$ cat config.mk
export PLATFORM = sky130hd
export DESIGN_NAME = ptw_frame_mod
export DESIGN_NICKNAME = d
export VERILOG_FILES = /design/src/ptw_pkg.sv /design/src/ptw_frame_mod.sv
export SDC_FILE = /design/constraint.sdc
export NUM_CORES = 1
export LEC_CHECK = 0
export BUFFER_PORTS_ARGS = -buffer_cell sky130_fd_sc_hd__clkbuf_2
export CAP_MARGIN = 20
export CORE_AREA = 2 2 39 41
export DETAILED_ROUTE_END_ITERATION = 7
export DIE_AREA = 0 0 41 43
export HOLD_SLACK_MARGIN = 0.05
export PLACE_DENSITY = 0.67
export SLEW_MARGIN = 25
export SYNTH_ARGS = -nofsm -noshare
export SYNTH_HDL_FRONTEND = slang
export SYNTH_SLANG_ARGS = --single-unit
$ cat constraint.sdc
create_clock -name clk_i -period 2.2 [get_ports clk_i]
set_input_delay 0.11 -clock clk_i [delete_from_list [all_inputs] [get_ports clk_i]]
set_output_delay 0.11 -clock clk_i [all_outputs]
set_load 0.05 [all_outputs]
$ cat src/ptw_pkg.sv
package ptw_pkg;

  localparam int unsigned FRAMES_DEF = 16;
  localparam int unsigned ENTRY_W    = 64;
  localparam int unsigned IDX_W      = 9;
  localparam int unsigned OFF_W      = 12;
  localparam int unsigned VA_W       = 48;
  localparam int unsigned PA_W       = 52;
  localparam int unsigned PFN_W      = PA_W - OFF_W;
  localparam int unsigned ROOT_W     = 4;

  localparam logic [OFF_W-1:0] NEW_FLAGS = 12'h007;

  localparam logic OP_TRANSLATE = 1'b0;
  localparam logic OP_MAP       = 1'b1;

  typedef enum logic [1:0] {
    STATUS_OK         = 2'd0,
    STATUS_NOT_MAPPED = 2'd1,
    STATUS_NO_FRAME   = 2'd2
  } status_e;

endpackage

$ cat src/ptw_frame_mod.sv
module ptw_frame_mod #(
  parameter int unsigned FRAMES = ptw_pkg::FRAMES_DEF,
  parameter int unsigned FW     = 4
) (
  input  logic                       clk_i,
  input  logic                       rst_ni,
  input  logic                       start_i,
  input  logic [ptw_pkg::PFN_W-1:0]  value_i,
  output logic                       busy_o,
  output logic [FW-1:0]              result_o
);
  import ptw_pkg::*;

  // value mod FRAMES: fold 8-bit chunks weighted by 2^(8k) mod FRAMES,
  // divide the folded sum by reciprocal multiplication, subtract quotient * FRAMES
  localparam int unsigned CH_W     = 8;
  localparam int unsigned CHUNKS   = PFN_W / CH_W;
  localparam int unsigned SUM_W    = CH_W + FW + 3;
  localparam int unsigned SH       = SUM_W + FW;
  localparam int unsigned RCP_W    = SUM_W + 2;
  localparam int unsigned PROD_W   = SUM_W + RCP_W;
  localparam int unsigned QW       = PROD_W - SH;
  localparam longint unsigned RCP_VAL =
    ((64'd1 << SH) + 64'(FRAMES) - 64'd1) / 64'(FRAMES);
  localparam logic [RCP_W-1:0] RCP      = RCP_W'(RCP_VAL);
  localparam logic [SUM_W-1:0] FRAMES_S = SUM_W'(FRAMES);
  localparam logic [1:0]       STEPS    = 2'd2;

  function automatic logic [FW-1:0] chunk_weight(int unsigned k);
    int unsigned w;
    w = 1;
    for (int unsigned j = 0; j < k * CH_W; j++) begin
      w = w * 2;
      if (w >= FRAMES) begin
        w = w - FRAMES;
      end
    end
    return FW'(w);
  endfunction

  logic [1:0]        cnt_q;
  logic [SUM_W-1:0]  sum_d;
  logic [SUM_W-1:0]  sum_q;
  logic [PROD_W-1:0] prod;
  logic [QW-1:0]     quo_q;
  logic [SUM_W-1:0]  rem_full;
  logic [FW-1:0]     rem_q;

  always_comb begin
    sum_d = '0;
    for (int unsigned k = 0; k < CHUNKS; k++) begin
      sum_d = sum_d + SUM_W'(value_i[k*CH_W +: CH_W]) * SUM_W'(chunk_weight(k));
    end
  end

  assign prod     = {{(PROD_W-SUM_W){1'b0}}, sum_q} * {{(PROD_W-RCP_W){1'b0}}, RCP};
  assign rem_full = sum_q - SUM_W'(quo_q) * FRAMES_S;

  always_ff @(posedge clk_i or negedge rst_ni) begin
    if (!rst_ni) begin
      cnt_q <= '0;
    end else if (start_i) begin
      cnt_q <= STEPS;
    end else if (cnt_q != '0) begin
      cnt_q <= cnt_q - 2'd1;
    end
  end

  // registered in order: sum on start, then quotient from sum_q, then remainder from sum_q and quo_q
  always_ff @(posedge clk_i) begin
    if (start_i) begin
      sum_q <= sum_d;
    end
    quo_q <= prod[PROD_W-1:SH];
    rem_q <= rem_full[FW-1:0];
  end

  assign busy_o   = (cnt_q != '0);
  assign result_o = rem_q;

endmodule

# [Word-level counts from Yosys, hierarchy flattened]
# Index checks and enable logic that the tools add are counted.
[totals] reg_bits=10 word_cells=9
[op_classes] addsub=2 n_mux=2 n_reduce_logical=2
[ops] op="$mux W2" n=2
[ops] op="$reduce_bool A2 Y1" n=2
[ops] op="$sub A4 B1 Y4 const B" n=1
[ops] op="$sub A2 B1 Y2 const B" n=1

# [Depth between registers and ports, before layout]
# Gate-level depths: netlist of run 1.
[depth] ltp_word=3 depth_mapped=4

# [Worst setup path after synthesis of run 1]
# No wires, ideal clock.
[synth_path] path_type="flip-flop to flip-flop" startpoint="register cnt_q[0]" endpoint="register cnt_q[1]" t_required_ns=2.082 arrival_ns=0.969 path_stages_with_launch=5 slack_ns=1.113 path_buffers=0 path_cell_list="dfrtp_1 -> inv_1 -> ha_1 -> or2b_1 -> a21o_1"
[synth_between] elab_chain_len=3 word_cells_on_any_way=5 classes_between="1 x add/sub; 2 x mux; 2 x reduce/logical"
[synth_rtl] item="start: declaration" line_no="ptw_frame_mod.sv:41" source="logic [1:0] cnt_q;"
[synth_rtl] item="start signal: assignment" line_no="ptw_frame_mod.sv:65" source="cnt_q <= cnt_q - 2'd1;"
[synth_rtl] item="$sub A2 B1 Y2" line_no="ptw_frame_mod.sv:65"
[synth_rtl] item="$mux W2" line_no="ptw_frame_mod.sv:64" source="end else if (cnt_q != '0) begin"
[synth_rtl] item="$mux W2" line_no="ptw_frame_mod.sv:62" source="end else if (start_i) begin"
# Parallel ways exist; a longest one is shown, timed or not. The select of a mux whose other input is x is not followed.
# A chain may end at the register's enable or synchronous reset.

# [Worst setup path after layout of run 1]
[layout_path] startpoint="register cnt_q[0]" endpoint="output busy_o"
[layout_between] elab_chain_len=1
[layout_rtl] item="$reduce_bool A2 Y1" line_no="ptw_frame_mod.sv:78" source="assign busy_o = (cnt_q != '0);"
[layout_rtl] item="end: declaration" line_no="ptw_frame_mod.sv:9" source="output logic busy_o,"
# No other way between the ends.

==> results of run 1 <==
power breakdown:
part / switching [mW] / leakage (nW) / total (mW) / internal [mW]
registers: 0.0118 / 0.0958 / 0.233 / 0.221
clock network: 0.0640 / 0.0210 / 0.164 / 0.100
logic: 0.0883 / 0.105 / 0.140 / 0.0517
total: 0.164 / 0.222 / 0.538 / 0.374
worst max-delay path by stage:
stage | start | end | slack (ns)
final | cnt_q[0] | busy_o | 0.84
after global routing | cnt_q[0] | busy_o | 0.78
after CTS | cnt_q[0] | busy_o | 0.84
after detailed placement | cnt_q[0] | cnt_q[1] | 1.04
after global placement | cnt_q[0] | cnt_q[1] | 1.07
after floorplan | cnt_q[0] | cnt_q[1] | 1.11
logic make-up (layout without fill, tap and decap cells):
family          after synthesis  after routing  synth area share [%]
xor+xnor                      1              1                  2.85
compound gates                1              1                  2.44
simple gates                  3              3                  5.69
flops                        10             10                  81.3
buf+inv                       3             23                  3.66
fa+ha+maj                     1              1                  4.06
registers in the layout, summed over array words and instances (netlist names):
signal,count
cnt_q,2
sum_q,4
result_o,4
worst reg2reg max path: stages (launching register included):
cell     delay [ns]
dfrtp_1        0.39
inv_1          0.06
ha_1           0.21
or2b_1         0.24
a21o_1         0.15
routing by layer:
| metal | share of wire, % | GRT usage, % | up-vias |
|---|---|---|---|
| li1 | - | - | 100 |
| met1 | 34 | 6.33 | 92 |
| met2 | 58 | 15.0 | 7 |
| met3 | 8.2 | 9.42 | 0 |
| met4 | 0 | 2.00 | 0 |
| met5 | 0 | 0 | - |
layout make-up:
class / instances / area (sq um) / area share [%]
Multi-Input combinational cell: 6 / 46.3 / 9.87
Sequential cell: 10 / 250 / 53.3
Tap cell: 16 / 20.0 / 4.27
Inverter: 3 / 11.3 / 2.40
Clock buffer: 4 / 36.3 / 7.73
Timing Repair Buffer: 16 / 105 / 22.4
through the flow:
step | total power, mW | hold slack (ns) | utilization [%]
after floorplan | 0.337 | -0.186 | -
after global placement | 0.363 | -0.101 | 27.7
after detailed placement | 0.371 | -0.0997 | 27.7
after CTS | 0.541 | 0.102 | 33.9
after global routing | 0.568 | 0.121 | 33.9
final | 0.538 | 0.105 | 33.9
cells in the final DEF, fill, tap and decap left out:
cell type      count
a21o_1             1
edfxtp_1           4
clkbuf_8           1
dfxtp_1            4
xor2_1             1
nand2b_1           1
inv_1              3
clkbuf_2          11
nor2_1             1
ha_1               1
dfrtp_1            2
clkbuf_4           3
dlygate4sd3_1      5
or2b_1             1
what timing repair did:
item                      4_1_cts  5_1_grt
hold endpoints to repair        6        0
hold buffers                    5        0
gates resized for setup         0        0
==> results by group, run 1 <==
Place
  • Pre-CTS worst setup slack: 1.04 ns
  • Placed Cells: 46
  • Port buffer count: 11
  • Hpwl dp: 341 um
  • Final GP Congestion: 0.656
  • Post-placement cell area: 383 sq um

Setup path
  • Worst R2R Setup Slack: 1.03 ns
  • Reg-to-reg endpoint: cnt_q[1]
  • CP max stage delay: 0.37 ns
  • Buf+Inv Stages, Crit Path: 3
  • Critical path depth in cells: 4
  • Slowest CP cell: dfrtp_1
  • CP dominant cell by count: inv_1
  • CP startpoint kind: flip-flop
  • Worst R2R Path Depth: 4
  • Crit path cell chain: inv_1, ha_1, inv_1, clkbuf_2
  • Delay-heaviest family, CP: flip-flops
  • Worst endpoint data arrival time: 1.25 ns
  • Max Fanout on Critical Path: 4
  • WP data required: 2.09 ns
  • Crit path kind: reg -> out
  • CP Capture Type: primary output
  • Launch point of the worst reg-to-reg path: cnt_q[0]

Worst hold path
  • Hold Startpoint: start_i
  • HP Class: in -> reg
  • Hold Crit Depth: 2
  • Hold EP: cnt_q[0]

Drt
  • Via Count: 199
  • ANT nets after route: 0
  • DR vias/cell: 3.62
  • DR pass1 iterations: 1
  • Final WL: 560 um
  • DR DRC count: 0
  • Starting DRT DRC Count: 0
  • Wire per inst: 10.2 um

Logic synthesis
  • Syn nets: 63
  • Synth Register Bits: 10
  • Top_reg_cell synth: edfxtp_1
  • Cells after Synth: 19
  • Sequential share of the synthesized area: 81.3%
  • Yosys cell types: 10
  • Mean post-synth cell area: 16.2 sq um
  • Post-synth top cells: dfxtp_1 (4), edfxtp_1 (4), inv_1 (3), dfrtp_1 (2)
  • Async SR Flop Fraction: 20.0%
  • Yosys top cell area share: 39.0%
  • Synth area leaders: edfxtp_1 (39%), dfxtp_1 (26%), dfrtp_1 (16%), ha_1 (4.1%), inv_1 (3.7%)
  • Post-Syn Area: 308 sq um
  • Post-synth top area cell: edfxtp_1
  • Number of synthesized flops with an enable pin: 4
  • Ys Warns: 0

Layout
  • Area added between synthesis and finish: 52.4%
  • Share of layout cells above drive strength 1: 38.5%
  • Antenna cell count: 0
  • Fill cell count: 141
  • Nets: 84
  • Non-filler cells in the finished layout: 55
  • Design area: 469 sq um

GRT
  • Vias in the first global route: 193
  • GRT Total Usage: 8.93%
  • First-pass GRT wire length: 897 um
  • Largest net degree at the start of global routing: 7
  • Initial antenna violation count: 0
  • Global-route congestion overflow total: 0

Clocking
  • CTS clk-pin slew, worst paths: 0.07 ns
  • CTS Buffer Depth: 2
  • CTS sink count: 10
  • CTS tree: done
  • TritonCTS buffer count: 3
  • Postcts setup bufs: 0
  • Root buf cell: clkbuf_4
  • H-tree depth: 1
  • Clock latency on the worst-skew pair: 0.26 ns

Floorplanning
  • Placeable Area: 0.00138 sq mm
  • DIE HEIGHT: 43 um
  • # IOs: 48
  • Cell Rows: 14
  • Width of the die: 41 um
  • Die area: 0.00176 sq mm
  • Initial Util: 22.2%

STA
  • Fmax: 0.738 GHz
  • Crit share post-route: 61.6%
  • Min cycle time layout: 1.36 ns
  • Final hold violations: 0
  • Final Skew: 0.00220 ns
  • RSZ-0062 raised after global routing: false
  • Final setup fails: 0
  • Final TNS setup: 0 ns
  • PnR worst setup slack: 0.844 ns
  • Relative slew slack: 81.4%
  • Actual slew at the worst max-slew pin: 0.280 ns
  • Final Slew Violations: 0

Pwr
  • Cell Pwr Density: 1150 mW/mm^2
  • Leak: 0.222 nW
  • Peak VDD IR: 0.446 mV

Status
  • Status: completed

Flow run
  • Maxcap violations: 0
No activity file was read; power rests on OpenSTA's default activity.
==> run 2: changes to the inputs <==
--- a/config.mk
+++ b/config.mk
@@ -7,11 +7,11 @@
 export LEC_CHECK = 0
 export BUFFER_PORTS_ARGS = -buffer_cell sky130_fd_sc_hd__clkbuf_2
 export CAP_MARGIN = 20
-export CORE_AREA = 2 2 39 41
+export CORE_MARGIN = 2
+export CORE_UTILIZATION = 23
 export DETAILED_ROUTE_END_ITERATION = 7
-export DIE_AREA = 0 0 41 43
 export HOLD_SLACK_MARGIN = 0.05
-export PLACE_DENSITY = 0.67
+export PLACE_DENSITY = 0.69
 export SLEW_MARGIN = 25
 export SYNTH_ARGS = -nofsm -noshare
 export SYNTH_HDL_FRONTEND = slang
==> constraint.sdc (replaced) <==
create_clock -name clk_i -period 1.1 [get_ports clk_i]
set_input_delay 0.055 -clock clk_i [delete_from_list [all_inputs] [get_ports clk_i]]
set_output_delay 0.055 -clock clk_i [all_outputs]
set_load 0.05 [all_outputs]
==> run 2 against run 1 <==
  * Combinational power grew to 2.8 times the previous value
  * Clock power grew 56%
  * Highest routed layer unchanged
  * Clock skew shrank 0.0020 ns
  * Critical path type unchanged
  * Cell count grew 1.8%
  * Critical path depth is the same
  * Register-to-register slack lost 1.0 ns
  * Critical endpoint unchanged
  * Utilization grew 5.1 points
  * Hold slack lost 0.048 ns
  * Wire length shrank 13%
  * Sequential share of layout area shrank 2.8 points
  * Flip-flop and latch count is the same
  * First-iteration DRC count is the same
==> results by group, run 2 (synthesized netlist as in run 1, its figures left out) <==
Status
  • Status: completed

STA
  • Min cycle time layout: 1.09 ns
  • Final Skew: 0.000172 ns
  • Final hold violations: 0
  • RSZ-0062 raised after global routing: true
  • Final setup fails: 0
  • Final Slew Violations: 0
  • Actual slew at the worst max-slew pin: 0.279 ns
  • Fmax: 0.917 GHz
  • Relative slew slack: 81.5%
  • Crit share post-route: 99.2%

Setup path
  • WP data required: 1.04 ns
  • CP Capture Type: primary output
  • Reg-to-reg endpoint: cnt_q[1]
  • Crit path kind: reg -> out
  • Worst endpoint data arrival time: 1.04 ns
  • Worst R2R Setup Slack: 0.02 ns
  • CP startpoint kind: flip-flop
  • Worst R2R Path Depth: 4
  • Launch point of the worst reg-to-reg path: cnt_q[1]
  • Max Fanout on Critical Path: 4

Drt
  • ANT nets after route: 0
  • Wire per inst: 8.73 um
  • Starting DRT DRC Count: 0
  • Final WL: 489 um
  • DR vias/cell: 3.73
  • Via Count: 209
  • DR DRC count: 0
  • WL met3: 44 um
  • Routed wl met2: 237 um
  • Highest routed layer: met3
  • DR pass1 iterations: 1
  • M1 wire length: 207 um

Flow run
  • Maxcap violations: 0

Layout
  • Share of layout cells above drive strength 1: 48.8%
  • Final Util: 39.1%
  • Antenna cell count: 0
  • Design area: 495 sq um
  • Fill cell count: 123
  • Area added between synthesis and finish: 61.0%
  • Commonest non-fill, non-tap cell in the layout: clkbuf_2
  • Commonest non-fill, non-tap cells in the layout: clkbuf_2 (10), dlygate4sd3_1 (5), dfxtp_1 (4), edfxtp_1 (4)
  • Nets: 86

Floorplanning
  • # IOs: 48
  • Placeable Area: 0.00127 sq mm
  • Die area: 0.00165 sq mm
  • Cell Rows: 13
  • Initial Util: 24.3%
  • Width of the die: 40.6 um
  • DIE HEIGHT: 40.6 um

GRT
  • Vias in the first global route: 219
  • Initial antenna violation count: 0
  • Largest net degree at the start of global routing: 7
  • First-pass GRT wire length: 772 um
  • GRT Total Usage: 8.44%
  • Global-route congestion overflow total: 0

Clocking
  • CTS sink count: 10
  • CTS tree: done
  • TritonCTS buffer count: 3
  • Clock latency on the worst-skew pair: 0.26 ns
  • CTS Buffer Depth: 2
  • H-tree depth: 1
  • CTS clk-pin slew, worst paths: 0.06 ns
  • Root buf cell: clkbuf_4

Place
  • Hpwl dp: 344 um
  • Port buffer count: 11
  • Final GP Congestion: 0.575
  • Post-placement cell area: 389 sq um

Worst hold path
  • Hold EP: cnt_q[0]
  • Hold Startpoint: start_i
  • HP Class: in -> reg
  • Hold Crit Depth: 2

Pwr
  • Peak VDD IR: 1.15 mV
  • Leak: 0.228 nW
  • Cell Pwr Density: 2260 mW/mm^2
run 2: worst max-delay path by stage:
| stage | start | endpoint | slack [ns] | cells past startpoint |
|---|---|---|---|---|
| final | cnt_q[1] | busy_o | 0.009 | 4 |
| after CTS | cnt_q[1] | busy_o | -0.07 | 4 |
| after floorplan | cnt_q[0] | cnt_q[1] | 0.01 | 4 |
| after global routing | cnt_q[0] | busy_o | -0.05 | 4 |
| after detailed placement | cnt_q[0] | cnt_q[1] | -0.03 | 4 |
| after global placement | cnt_q[0] | cnt_q[1] | -0.02 | 4 |
run 2: worst max-delay path, cell delays in order (launching register included):
cell     delay [ns]
dfrtp_1        0.39
inv_2          0.07
ha_4           0.14
inv_2          0.04
buf_8          0.14
run 2: through the flow:
| stage | hold slack (ns) | worst slack (ns) | TNS [ns] | std cells | power, mW |
|---|---|---|---|---|---|
| after floorplan | -0.241 | 0.0132 | 0 | 19 | 0.675 |
| after global placement | -0.157 | -0.0200 | -0.0200 | 46 | 0.750 |
| after detailed placement | -0.154 | -0.0288 | -0.0288 | 46 | 0.755 |
| after CTS | 0.0545 | -0.0675 | -0.132 | 57 | 1.11 |
| after global routing | 0.0698 | -0.0493 | -0.0736 | 56 | 1.20 |
| final | 0.0568 | 0.00921 | 0 | 56 | 1.12 |
run 2: cell type report:
class | count | area [sq um] | share of cell area [%]
sequential | 10 | 250 | 50.5
timing repair buffer | 18 | 130 | 26.3
multi-input combinational | 6 | 58.8 | 11.9
clock buffer | 3 | 22.5 | 4.55
tap | 15 | 18.8 | 3.79
inverter | 3 | 11.3 | 2.27
clock inverter | 1 | 3.75 | 0.758
run 2: metal layers:
layer,up-vias,track usage [%]
li1,103,-
met1,94,7.61
met2,12,11.9
met3,0,5.00
met4,0,10.0
met5,-,0
run 2: power breakdown:
| part | internal, mW | leakage [nW] | switching (mW) |
|---|---|---|---|
| sequential | 0.443 | 0.0958 | 0.0255 |
| combinational | 0.190 | 0.117 | 0.205 |
| clock | 0.131 | 0.0154 | 0.125 |
run 2: what timing repair did:
action                                  4_1_cts  5_1_grt
resized for setup                             4        4
endpoints found under the hold margin         6        0
buffers inserted                              2        0
pin swaps                                     1        0
hold buffers                                  5        0
endpoints found under the setup margin        2        3
==> run 3: changes to the inputs <==
--- a/config.mk
+++ b/config.mk
@@ -7,11 +7,12 @@
 export LEC_CHECK = 0
 export BUFFER_PORTS_ARGS = -buffer_cell sky130_fd_sc_hd__clkbuf_2
 export CAP_MARGIN = 20
-export CORE_MARGIN = 2
-export CORE_UTILIZATION = 23
+export CORE_AREA = 2 2 39 41
+export CTS_BUF_LIST = sky130_fd_sc_hd__clkbuf_4 sky130_fd_sc_hd__clkbuf_8
 export DETAILED_ROUTE_END_ITERATION = 7
+export DIE_AREA = 0 0 41 43
 export HOLD_SLACK_MARGIN = 0.05
-export PLACE_DENSITY = 0.69
+export PLACE_DENSITY = 0.7
 export SLEW_MARGIN = 25
 export SYNTH_ARGS = -nofsm -noshare
 export SYNTH_HDL_FRONTEND = slang
==> run 3 against run 2 <==
  * The flow now finishes with violations (negative setup slack)
  * Non-clock buffer count did not move
  * Hold slack improved by 0.017 ns
  * Sequential share of layout area fell by 1.1 points
  * Total power rose by 8.6%
  * Cell count rose by 1.8%
  * Critical endpoint unchanged
  * Highest routed layer unchanged
  * Utilization fell by 2.4 points
  * Flip-flop and latch count did not move
  * Clock power rose by 27%
==> results by group, run 3 (synthesized netlist as in run 1, its figures left out) <==
Drt
  • DR vias/cell: 3.79
  • DR DRC count: 0
  • Wire per inst: 10.9 um
  • Final WL: 623 um
  • ANT nets after route: 0
  • Via Count: 216
  • DR pass1 iterations: 3
  • Starting DRT DRC Count: 2

Floorplanning
  • Cell Rows: 14
  • Placeable Area: 0.00138 sq mm
  • DIE HEIGHT: 43 um
  • # IOs: 48
  • Die area: 0.00176 sq mm
  • Width of the die: 41 um
  • Initial Util: 22.2%

STA
  • Final setup fails: 2
  • Fmax: 0.896 GHz
  • RSZ-0062 raised after global routing: true
  • Final Skew: 0.00179 ns
  • PnR worst setup slack: -0.0165 ns
  • Actual slew at the worst max-slew pin: 0.278 ns
  • Final hold violations: 0
  • Crit share post-route: 102%
  • Min cycle time layout: 1.12 ns
  • Final Slew Violations: 0
  • Relative slew slack: 81.6%

Worst hold path
  • HP Class: in -> reg
  • Hold Startpoint: start_i

Place
  • Final GP Congestion: 0.711
  • Port buffer count: 11

Clocking
  • CTS clk-pin slew, worst paths: 0.06 ns
  • H-tree depth: 1
  • Clock latency on the worst-skew pair: 0.26 ns
  • TritonCTS buffer count: 3
  • CTS Buffer Depth: 2
  • Root buf cell: clkbuf_4
  • CTS tree: done
  • CTS sink count: 10

Layout
  • Nets: 86
  • Antenna cell count: 0
  • Area added between synthesis and finish: 64.6%
  • Fill cell count: 130
  • Commonest non-fill, non-tap cell in the layout: clkbuf_2
  • Share of layout cells above drive strength 1: 51.2%
  • Final Util: 36.6%
  • Commonest non-fill, non-tap cells in the layout: clkbuf_2 (10), dlygate4sd3_1 (5), dfxtp_1 (4), edfxtp_1 (4)

Setup path
  • Worst endpoint data arrival time: 1.06 ns
  • Slowest CP cell: dfrtp_1
  • Launch point of the worst reg-to-reg path: cnt_q[0]
  • Crit path cell chain: inv_2, ha_4, inv_2, buf_8
  • WP data required: 1.04 ns
  • Max Fanout on Critical Path: 4
  • CP startpoint kind: flip-flop
  • CP Capture Type: primary output
  • CP startpoint: cnt_q[0]
  • Delay-heaviest family, CP: flip-flops
  • CP max stage delay: 0.40 ns
  • Crit path kind: reg -> out
  • Buf+Inv Stages, Crit Path: 3
  • CP dominant cell by count: inv_2

Pwr
  • Design Power: 1.22 mW
  • Int Pwr: 0.843 mW
  • Cell Pwr Density: 2400 mW/mm^2
  • Sequential power share: 38.7%
  • Clk network pwr share: 26.9%
  • Peak VDD IR: 0.835 mV
  • Net Sw Frac: 30.6%
  • Comb pwr share: 34.4%
  • Leak: 0.234 nW
  • Sw Pwr: 0.372 mW

Status
  • Status: finished, violations left
  • Violated checks: negative setup slack

GRT
  • First-pass GRT wire length: 1.00 mm
  • GRT Total Usage: 9.31%
  • Global-route congestion overflow total: 0
  • Vias in the first global route: 212
  • Initial antenna violation count: 0
  • Largest net degree at the start of global routing: 7

Flow run
  • Maxcap violations: 0
run 3: cell count changes in the layout (fill, tap and decap cells not counted):
| cell | change |
|---|---|
| clkbuf_8 | +1 |
| clkinv_1 | -1 |
run 3: power groups by stage:
| stage | logic [mW] | registers [mW] | clock network, mW |
|---|---|---|---|
| 2_1_floorplan | 0.164 | 0.511 | 0 |
| 3_3_place_gp | 0.301 | 0.470 | 0 |
| 3_5_place_dp | 0.310 | 0.474 | 0 |
| 4_1_cts | 0.393 | 0.472 | 0.342 |
| 5_1_grt | 0.451 | 0.476 | 0.362 |
| 6_report | 0.418 | 0.471 | 0.326 |
run 3: metrics by stage:
| step | worst slack (ns) | std cells | hold WS [ns] | instance area (sq um) | TNS (ns) |
|---|---|---|---|---|---|
| 3_5_place_dp | -0.0239 | 48 | -0.152 | 398 | -0.0239 |
| 3_3_place_gp | -0.0103 | 48 | -0.156 | 398 | -0.0103 |
| 6_report | -0.0165 | 57 | 0.0734 | 507 | -0.0201 |
| 5_1_grt | -0.0662 | 57 | 0.0912 | 507 | -0.103 |
| 2_1_floorplan | 0.0132 | 19 | -0.241 | 308 | 0 |
| 4_1_cts | -0.0313 | 57 | 0.0700 | 505 | -0.0313 |
run 3: worst paths after layout:
kind                                to  slack (ns)  cells after the start
setup / recovery                busy_o       -0.02                      4
setup reg to reg              cnt_q[1]           0                      4
hold reg to reg            result_o[0]        0.34                      0
max in group asynchronous     cnt_q[1]        0.88                      2
min in group asynchronous     cnt_q[0]        0.12                      2
hold / removal                cnt_q[0]        0.07                      2
run 3: routing by layer:
layer / track usage (%) / wire [um] / vias up
met1: 8.58 / 223 / 103
met4: 6.00 / 0 / 0
li1: - / - / 104
met3: 4.71 / 44 / 0
met2: 15.0 / 355 / 9
met5: 0 / 0 / -
run 3: final cells by class:
cell class	instances	area [sq um]	area share (%)
flip-flops and latches	10	250	49.4
repair buffers	18	130	25.7
multi-input cells	6	58.8	11.6
clock buffers	4	36.3	7.16
well taps	16	20.0	3.95
inverters	3	11.3	2.22
run 3: repair_timing:
action / CTS / global route
resized for setup: 7 / 1
hold endpoints to repair: 6 / 0
hold buffers: 5 / 0
pin swaps: 1 / 0
endpoints found under the setup margin: 2 / 2
cloned: 0 / 0
setup buffers: 0 / 0
